File: src/design/dda_pkg.sv
`timescale 1ns / 1ps
// ----------------------------------------------------------------------------
// Decimal adder/subtractor package
// Payload structs, per-digit lane result and shared constants.
// ----------------------------------------------------------------------------
package dda_pkg;

   localparam int DIGIT_W    = 4;
   localparam int MAG_W      = 64;
   localparam int MAX_DIGITS = MAG_W / DIGIT_W;

   localparam logic [DIGIT_W:0] RADIX    = 5'd10;
   localparam logic [DIGIT_W:0] TOP_DIGIT = 5'd9;

   typedef enum logic {
      ACT_ADD = 1'b0,
      ACT_SUB = 1'b1
   } action_type;

   typedef struct packed {
      action_type       action;
      logic [MAG_W-1:0] a_digits;
      logic             a_negative;
      logic [MAG_W-1:0] b_digits;
   } dda_req_type;

   typedef struct packed {
      logic [MAG_W-1:0] sum_digits;
      logic             sum_negative;
      logic             bad_digit;
   } dda_rsp_type;

   // One digit position: carry (or borrow) generate and propagate, the digit
   // for carry-in clear and set, and the per-digit checks.
   typedef struct packed {
      logic               gen;
      logic               prop;
      logic [DIGIT_W-1:0] digit0;
      logic [DIGIT_W-1:0] digit1;
      logic               bad;
      logic               equal;
   } lane_result_type;

endpackage

File: src/design/dda_lane.sv
`timescale 1ns / 1ps
// ----------------------------------------------------------------------------
// Decimal digit lane
// Works out one digit position for both carry-in values and registers it.
// ----------------------------------------------------------------------------
module dda_lane
   import dda_pkg::*;
(
   input  logic                 clock,
   input  logic                 load,
   input  action_type           action,
   input  logic [DIGIT_W-1:0]   a_digit,
   input  logic [DIGIT_W-1:0]   b_digit,
   output lane_result_type      lane_ff
);

   logic [DIGIT_W:0] a_ext;
   logic [DIGIT_W:0] b_ext;
   logic [DIGIT_W:0] sum0;
   logic [DIGIT_W:0] sum1;
   logic [DIGIT_W:0] sub1;
   lane_result_type  lane_in;

   assign a_ext = {1'b0, a_digit};
   assign b_ext = {1'b0, b_digit};
   assign sum0  = a_ext + b_ext;
   assign sum1  = sum0 + 5'd1;
   assign sub1  = b_ext + 5'd1;

   always_comb begin
      lane_in       = '0;
      lane_in.bad   = (a_ext > TOP_DIGIT) || (b_ext > TOP_DIGIT);
      lane_in.equal = (a_digit == b_digit);
      unique case (action)
         ACT_ADD: begin
            lane_in.gen    = (sum0 >= RADIX);
            lane_in.prop   = (sum0 == TOP_DIGIT);
            lane_in.digit0 = (sum0 >= RADIX) ? DIGIT_W'(sum0 - RADIX) : sum0[DIGIT_W-1:0];
            lane_in.digit1 = (sum1 >= RADIX) ? DIGIT_W'(sum1 - RADIX) : sum1[DIGIT_W-1:0];
         end
         ACT_SUB: begin
            lane_in.gen    = (a_ext < b_ext);
            lane_in.prop   = (a_ext == b_ext);
            lane_in.digit0 = (a_ext < b_ext) ? DIGIT_W'(a_ext + RADIX - b_ext)
                                             : DIGIT_W'(a_ext - b_ext);
            lane_in.digit1 = (a_ext < sub1) ? DIGIT_W'(a_ext + RADIX - sub1)
                                            : DIGIT_W'(a_ext - sub1);
         end
         default: begin
            lane_in.gen    = 1'b0;
            lane_in.prop   = 1'b0;
            lane_in.digit0 = '0;
            lane_in.digit1 = '0;
         end
      endcase
   end

   always_ff @(posedge clock) begin
      if (load) begin
         lane_ff <= lane_in;
      end
   end

endmodule

File: src/design/dda_merge.sv
`timescale 1ns / 1ps
// ----------------------------------------------------------------------------
// Decimal lane merge
// Parallel-prefix carry network over the lanes, digit select, sign and
// invalid-digit handling, with the result register.
// ----------------------------------------------------------------------------
module dda_merge
   import dda_pkg::*;
#(
   parameter int DIGITS = 16
)
(
   input  logic                               clock,
   input  logic                               load,
   input  lane_result_type [DIGITS-1:0]       lanes,
   input  action_type                         action,
   input  logic                               a_negative,
   output dda_rsp_type                        rsp_ff
);

   localparam int LEVELS = (DIGITS > 1) ? $clog2(DIGITS) : 1;

   logic [DIGITS-1:0] gen_lvl  [0:LEVELS];
   logic [DIGITS-1:0] prop_lvl [0:LEVELS];
   logic [DIGITS-1:0] carry_in;
   logic              any_bad;
   logic              all_equal;
   dda_rsp_type       rsp_in;

   always_comb begin
      for (int i = 0; i < DIGITS; i++) begin
         gen_lvl[0][i]  = lanes[i].gen;
         prop_lvl[0][i] = lanes[i].prop;
      end
      // Logarithmic prefix network: each level doubles the reach of the group.
      for (int l = 0; l < LEVELS; l++) begin
         for (int i = 0; i < DIGITS; i++) begin
            if (i >= (1 << l)) begin
               gen_lvl[l+1][i]  = gen_lvl[l][i]
                                  | (prop_lvl[l][i] & gen_lvl[l][i - (1 << l)]);
               prop_lvl[l+1][i] = prop_lvl[l][i] & prop_lvl[l][i - (1 << l)];
            end else begin
               gen_lvl[l+1][i]  = gen_lvl[l][i];
               prop_lvl[l+1][i] = prop_lvl[l][i];
            end
         end
      end
   end

   always_comb begin
      carry_in  = '0;
      any_bad   = 1'b0;
      all_equal = 1'b1;
      for (int i = 0; i < DIGITS; i++) begin
         if (i > 0) begin
            carry_in[i] = gen_lvl[LEVELS][i-1];
         end
         any_bad   = any_bad | lanes[i].bad;
         all_equal = all_equal & lanes[i].equal;
      end

      rsp_in = '0;
      for (int i = 0; i < DIGITS; i++) begin
         rsp_in.sum_digits[i*DIGIT_W +: DIGIT_W] = carry_in[i] ? lanes[i].digit1
                                                               : lanes[i].digit0;
      end
      rsp_in.sum_negative = a_negative & ~((action == ACT_SUB) & all_equal);

      if (any_bad) begin
         rsp_in.sum_digits   = '0;
         rsp_in.sum_negative = 1'b0;
      end
      rsp_in.bad_digit = any_bad;
   end

   always_ff @(posedge clock) begin
      if (load) begin
         rsp_ff <= rsp_in;
      end
   end

endmodule

File: src/design/decimal_digit_add_sub_unit.sv
`timescale 1ns / 1ps
// ----------------------------------------------------------------------------
// Decimal digit add/subtract unit
// Pipeline: two register stages, the lane stage and then the merge stage; a
// response is valid once its transaction has moved up into the merge stage.
// Throughput: one transaction per cycle; the lane stage and the merge stage
// each hold one transaction and advance together unless the response stalls.
// Reset clears the stage valid flags only; payload registers are not reset.
// ----------------------------------------------------------------------------
module decimal_digit_add_sub_unit
   import dda_pkg::*;
#(
   parameter int DIGITS = 16
)
(
   input  logic        clock,
   input  logic        reset,
   input  logic        req_valid,
   output logic        req_ready,
   input  dda_req_type req_payload,
   output logic        rsp_valid,
   input  logic        rsp_ready,
   output dda_rsp_type rsp_payload
);

   logic                          stage_valid_ff;
   logic                          stage_valid_in;
   logic                          rsp_valid_ff;
   logic                          rsp_valid_in;
   action_type                    stage_action_ff;
   logic                          stage_negative_ff;
   logic                          rsp_advance;
   logic                          stage_load;
   lane_result_type [DIGITS-1:0]  lanes;

   // The result register may take a new value when empty or being drained;
   // the lane stage then moves up and can refill in the same cycle.
   assign rsp_advance    = ~rsp_valid_ff | rsp_ready;
   assign req_ready      = ~stage_valid_ff | rsp_advance;
   assign stage_load     = req_valid & req_ready;
   assign stage_valid_in = stage_load ? 1'b1 : (stage_valid_ff & ~rsp_advance);
   assign rsp_valid_in   = rsp_advance ? stage_valid_ff : rsp_valid_ff;

   always_ff @(posedge clock) begin
      if (reset) begin
         stage_valid_ff <= 1'b0;
         rsp_valid_ff   <= 1'b0;
      end else begin
         stage_valid_ff <= stage_valid_in;
         rsp_valid_ff   <= rsp_valid_in;
      end
   end

   always_ff @(posedge clock) begin
      if (stage_load) begin
         stage_action_ff   <= req_payload.action;
         stage_negative_ff <= req_payload.a_negative;
      end
   end

   for (genvar g = 0; g < DIGITS; g++) begin : g_lane
      dda_lane u_lane (
         .clock   (clock),
         .load    (stage_load),
         .action  (req_payload.action),
         .a_digit (req_payload.a_digits[g*DIGIT_W +: DIGIT_W]),
         .b_digit (req_payload.b_digits[g*DIGIT_W +: DIGIT_W]),
         .lane_ff (lanes[g])
      );
   end

   dda_merge #(
      .DIGITS (DIGITS)
   ) u_merge (
      .clock      (clock),
      .load       (rsp_advance & stage_valid_ff),
      .lanes      (lanes),
      .action     (stage_action_ff),
      .a_negative (stage_negative_ff),
      .rsp_ff     (rsp_payload)
   );

   assign rsp_valid = rsp_valid_ff;

   // An invalid digit always yields a positive zero.
   a_bad_zero: assert property (@(posedge clock) disable iff (reset)
      rsp_valid && rsp_payload.bad_digit |->
         (rsp_payload.sum_digits == '0) && !rsp_payload.sum_negative)
      else $error("bad digit response is not a positive zero");

   // Digit positions above the configured width stay clear.
   a_upper_clear: assert property (@(posedge clock) disable iff (reset)
      rsp_valid |-> ((rsp_payload.sum_digits >> (DIGITS * DIGIT_W)) == '0))
      else $error("response digits beyond the configured width are set");

   // An accepted request always lands in the lane stage.
   a_stage_fill: assert property (@(posedge clock) disable iff (reset)
      req_valid && req_ready |=> stage_valid_ff)
      else $error("accepted transaction lost at the lane stage");

   // With the response register empty the unit must take requests.
   a_ready_when_empty: assert property (@(posedge clock) disable iff (reset)
      !rsp_valid_ff |-> req_ready)
      else $error("request stalled with an empty response register");

endmodule
File: config.mk
export PLATFORM = sky130hd
export DESIGN_NAME = decimal_digit_add_sub_unit
export DESIGN_NICKNAME = d
export VERILOG_FILES = /design/src/design/dda_pkg.sv /design/src/design/dda_lane.sv /design/src/design/dda_merge.sv /design/src/design/decimal_digit_add_sub_unit.sv
export SDC_FILE = /design/constraint.sdc
export NUM_CORES = 1
export LEC_CHECK = 0
export ABC_AREA = 1
export BUFFER_PORTS_ARGS = -buffer_cell sky130_fd_sc_hd__buf_4
export CORE_MARGIN = 2
export CORE_UTILIZATION = 55
export CTS_CLUSTER_SIZE = 14
export DETAILED_ROUTE_END_ITERATION = 12
export GPL_TIMING_DRIVEN = 0
export HOLD_SLACK_MARGIN = 0.12
export MAX_ROUTING_LAYER = met4
export PLACE_DENSITY = 0.74
export SETUP_SLACK_MARGIN = 0.1
export SLEW_MARGIN = 20
export SYNTH_ARGS = -nofsm -noshare
export SYNTH_HDL_FRONTEND = slang
export SYNTH_SLANG_ARGS = --single-unit
export TNS_END_PERCENT = 1
File: constraint.sdc
create_clock -name clock -period 5.3 [get_ports clock]
set_input_delay 0.53 -clock clock [delete_from_list [all_inputs] [get_ports clock]]
set_output_delay 0.53 -clock clock [all_outputs]
set_load 0.02 [all_outputs]
Word-level counts from Yosys, hierarchy flattened
Index checks and enable logic that the tools add are counted.
- register bits: 255
- bits of input ports: 134
- equality and inequality tests: 31
- add/subtract/negate cells: 160
- reduce and logical (&&, ||, !) cells: 16
- magnitude comparators: 96
- multiplexer cells: 96
- bitwise gates (word level): 163
- operators by type and width (kind ; number):
    $mux 4 ; 79
    $pmux 10 s2 ; 15
    $sub 4x4->4 ; 64
    $ge 5x4->1 const B ; 32
    $gt 4x4->1 const B ; 32
    $sub 4x4->4 const B ; 32
    $and 1x1->1 ; 96
    $add 4x1->5 const B ; 16
    $add 4x4->5 ; 16
    $add 5x1->5 const B ; 16
    $lt 4x5->1 ; 16
    $eq 5x4->1 const B ; 15
    $add 4x4->4 const B ; 16
    $eq 4x4->1 ; 16
    $lt 4x4->1 ; 16
    $or 1x1->1 ; 62
    $logic_or 1x1->1 ; 16
    $pmux 8 s2 ; 1
    $not 1->1 ; 5
    $mux 1 ; 1

Logic depth before layout (Yosys ltp)
- depth after elaboration: 18
- mapped depth: 17

Modules after synthesis
Synthesis repeated with hierarchy kept, for this count alone.
- cells, all modules: 3594
- area, all modules: 27956.8 µm²
- modules (own cells, without submodules) (module ; cells each ; sequential area each (µm²) ; instances ; area an instance (µm²)):
    dda_lane at g_lane[0].u_lane ... ; 192 ; 360.3 ; 10 ; 1488.9
    dda_lane at g_lane[5].u_lane ... ; 194 ; 360.3 ; 5 ; 1497.7
    dda_merge ; 493 ; 1981.9 ; 1 ; 3908.7
    dda_lane at g_lane[4].u_lane ; 197 ; 360.3 ; 1 ; 1519.0
    decimal_digit_add_sub_unit ; 14 ; 100.1 ; 1 ; 151.4

Worst setup path before layout
OpenSTA, ideal clock, no wires.
- path kind: input to register
- start point: input port rsp_ready
- end point: register g_lane[0].u_lane.lane_ff[0] in the netlist's numbering (enable)
- data arrival time: 4.490 ns
- setup slack: 0.271 ns
- setup time: 0.539 ns
- buffers on the path: 0
- cell stages on the path: 4
- cells stage by stage: inv_1 > nand3_1 > nand2_1 > inv_1
- word-level cells in the longest chain between the ends: 3
- ends and longest elaborated chain (item ; line ; text):
    start, declared ; decimal_digit_add_sub_unit.sv:22 ; input logic rsp_ready,
    $or 1x1->1 ; decimal_digit_add_sub_unit.sv:38 ; assign rsp_advance = ~rsp_valid_ff | rsp_ready;
    $or 1x1->1 ; decimal_digit_add_sub_unit.sv:39 ; assign req_ready = ~stage_valid_ff | rsp_advance;
    net req_ready ; decimal_digit_add_sub_unit.sv:19 ; output logic req_ready,
    $and 1x1->1 ; decimal_digit_add_sub_unit.sv:40 ; assign stage_load = req_valid & req_ready;
    net g_lane[0].u_lane.load ; dda_lane.sv:10 ; input logic load,
    end signal, assigned ; dda_lane.sv:60 ; lane_ff <= lane_in;
    end, declared ; dda_lane.sv:14 ; output lane_result_type lane_ff
The timed path passes the listed nets, and every way through them passes these cells.
A chain may end at the register's enable or synchronous reset.

==> qor.csv <==
stage,metric,value,unit
critical_path,path_class,input pin to flip-flop,
synth,synthCells,3320,
synth,synth_top_family_by_area,adder cells,
synth,synth_area_leaders,"edfxtp_1, ha_1, nand2_1",
clocking,numCtsBuffers,30,
final_layout,fillers,4205,
synth,synth_xor_area_share,4.48,%
timing,rsz0062_at_grt,no,
timing,final.min_clock_period,3.05,ns
clocking,cts_sinks,255,
timing,fmax,0.328,GHz
routing,drt_pass1_iterations,6,
critical_path,r2r_slack,2.46,ns
timing,worst_pin_slew,1.16,ns
synth,synth_flop_cell,edfxtp_1,
global_route,antenna_found_initial,3,
global_route,grt_overflow_total,0,
clocking,worst_skew_pair.late_latency,0.57,ns
routing,wirelength,67900,um
status,outcome,"complete, no violations",
floorplanning,core,47500,sq um
global_route,grt_max_degree,110,
critical_path,critPathTopFamily,simple AND/OR/NAND/NOR gates,
critical_path,cp_max_fo,7,
synth,synth_top_area_cell,edfxtp_1,
floorplanning,initial_core_util,55.5,%
critical_path,cpMostUsedCell,inv_1,
critical_path,crit_path_end_kind,flip-flop,
timing,hold_violations,0,
power_and_ir_drop,power.leakage,0.0151,uW
clocking,htree_levels,1,
synth,syn-num-nets,3933,
clocking,cts_setup_buffers,0,
routing,ant_nets,0,
clocking,cts.clk_slew.worst_paths,0.06,ns
synth,synth.area.mux_share,0.640,%
synth,yosys-top-cells-count,"nand2_1, inv_1, ha_1",
critical_path,critPathSlowestCell,ha_1,
clocking,cts.repair.resized,0,
global_route,grt_pass1_vias,21500,
placement,placed_cells,4140,
final_layout,layout-area-overhead-vs-synth,13.2,%
synth,synth_edf_count,253,
global_route,grt_pass1_wl,109000,um
global_route,use_met2,47.0,%
final_layout,drive_above_1_share,10.7,%
placement,place_area,28800,sq um
synth,seq_area_frac_synth,28.9,%
power_and_ir_drop,vdd.ir_drop.worst,0.000240,V
critical_path,path_buf_inv,5,
synth,syn_area,26400,sq um
critical_path,crit_path_max_incr_delay,0.36,ns
floorplanning,rows,80,
clocking,clock_tree.buffer_depth,3,
final_layout,design_area,29900,sq um
global_route,met3_usage,2.84,%
floorplanning,fp.dieH,223,um
routing,viasPerCell,5.42,
synth,async_flop_share,0,%
critical_path,worstPathCellList,"buf_4, inv_1, ha_1, inv_1, ha_1, nand2_1, inv_1, nand4_1, nand3_1, mux2_2, ha_1, inv_1, nor2_1, nor2_1, xor2_1, or2_2, nand3_1, nand2_1",
final_layout,instances_no_fill,4198,
routing,vias,22700,
final_layout,seqCellArea,7640,sq um
clocking,cts_root_buffer,clkbuf_16,
global_route,use_met1,35.9,%
synth,synthAdderAreaFrac,24.5,%
synth,synthSimpleGateAreaFrac,23.4,%
global_route,grt_usage,28.0,%
routing,drt_iter0_drc,1639,
placement,io_buffers,201,
critical_path,arrival,3.36,ns
power_and_ir_drop,cellPowerDensity,259,nW/um^2
routing,wl_per_cell,16.2,um
floorplanning,ios,202,
final_layout,fin_nets,4171,
critical_path,worstSetupStartpointType,input pin,
timing,fin_skew,0.0141,ns
run,max-cap-violations,0,
placement,hpwl,52100,um
synth,synth_warnings,0,
final_layout,fin_util,62.8,%
final_layout,multi_input_area,16700,sq um
power_and_ir_drop,power,7750,uW
min_path,hp-class,input pin to flip-flop,
placement,gp_congestion,0.941,
synth,synth_compound_area_share,10.3,%
timing,fin_crit_sh,57.6,%
clocking,cts_tree,yes,
floorplanning,die_w,223,um
synth,synth-seq-cells,255,
synth,yosysMostFrequentCell,nand2_1,
routing,route.detailed.drc,0,
global_route,busiest_layer,met2,
critical_path,cp.required,5.61,ns
floorplanning,dieArea,49800,sq um
synth,yosys.cell_types.count,45,
timing,slew_viol_final,0,
synth,synth.top_cell.area_share,28.8,%
timing,setup_tns,0,ns
timing,setup_viol,0,
timing,slew_headroom,22.6,%
synth,avgSynthCellArea,7.95,sq um
-- per-layer routing --
metal  part of all wire, %  wire (um)  vias to the layer above
met5                     0          0                        -
met4                   2.7       1840                        0
met3                   5.6       3780                       98
met2                    47      32200                      580
met1                    44      30100                    10500
li1                      -          -                    11500
-- cell usage in the layout, fill, tap and decap left out, types with 16 or more instances in the layout --
cell	synthesis	final
nand2_1	759	759
inv_1	496	495
ha_1	416	416
nand3_1	294	294
edfxtp_1	253	253
buf_4	1	202
a21oi_1	196	195
o21ai_0	186	186
nor2_1	161	161
xor2_1	89	89
fa_1	63	63
nand4_1	60	60
xnor2_1	46	46
clkbuf_16	0	31
nand3b_1	30	30
nand2_2	30	30
o211ai_1	24	24
or2_2	24	24
clkbuf_1	23	23
nor3_1	19	19
o21ai_1	19	19
a21oi_2	17	17
o21bai_1	16	16
-- flip-flops by register name (all words and copies together), names as in the netlist --
name / flops
stage_valid_ff: 1
u_merge.rsp_ff: 66
rsp_valid: 1
g_lane.u_lane.lane_ff: 185
stage_action_ff: 1
stage_negative_ff: 1
-- per-stage QoR --
step,setup WS (ns),hold slack [ns]
finish,2.25,0.168
detailed placement,1.67,0.523
floorplan,0.271,0.445
global placement,-1.53,0.455
CTS,2.26,0.142
global route,1.99,0.155
-- layout make-up --
type                       count  area share, %
multi-input combinational   2521           56.0
sequential                   255           25.6
inverter                     510           6.43
timing repair buffer         206           5.45
clock buffer                  34           2.63
tap                          615           2.58
clock inverter                20          0.884
buffer                        34          0.473
antenna                        3         0.0251
-- final timing paths --
kind / from / to / cells past startpoint
worst max-delay path: req_payload[61] / g_lane[15].u_lane.lane_ff[5]$_DFFE_PP_ / 18
worst min-delay path: req_payload[129] / stage_action_ff$_DFFE_PP_ / 1
worst max register to register: g_lane[8].u_lane.lane_ff[1]$_DFFE_PP_ / u_merge.rsp_ff[41]$_SDFFCE_PP0P_ / 7
worst min register to register: stage_valid_ff$_SDFF_PP0_ / rsp_valid$_SDFFE_PP0P_ / 2
-- power breakdown --
group / internal, uW / switching, uW / leakage (uW)
logic: 1120 / 1860 / 0.0120
clock network: 1360 / 866 / 0.000521
registers: 2490 / 63.0 / 0.00256
total: 4970 / 2790 / 0.0151
-- cell families after synthesis --
kind of cell,after synthesis
flip-flops,255
AND/OR/NAND/NOR,1403
adder cells (fa/ha/maj),479
AO/OA/AOI/OAI,489
XOR/XNOR,135
buffers and inverters,544
multiplexers,15
-- worst reg2reg max path: cells and delay by family, from the launching register on --
family / cells / cell delay, ns
buffers and inverters: 2 / 0.78
flip-flops: 1 / 0.38
AND/OR/NAND/NOR: 5 / 1.48
-- repair_timing --
item / 4_1_cts / 5_1_grt
endpoints found under the setup margin: 0 / 0
hold buffers: 1 / 0
hold endpoints to repair: 2 / 0
No activity file was read; power rests on OpenSTA's default activity.
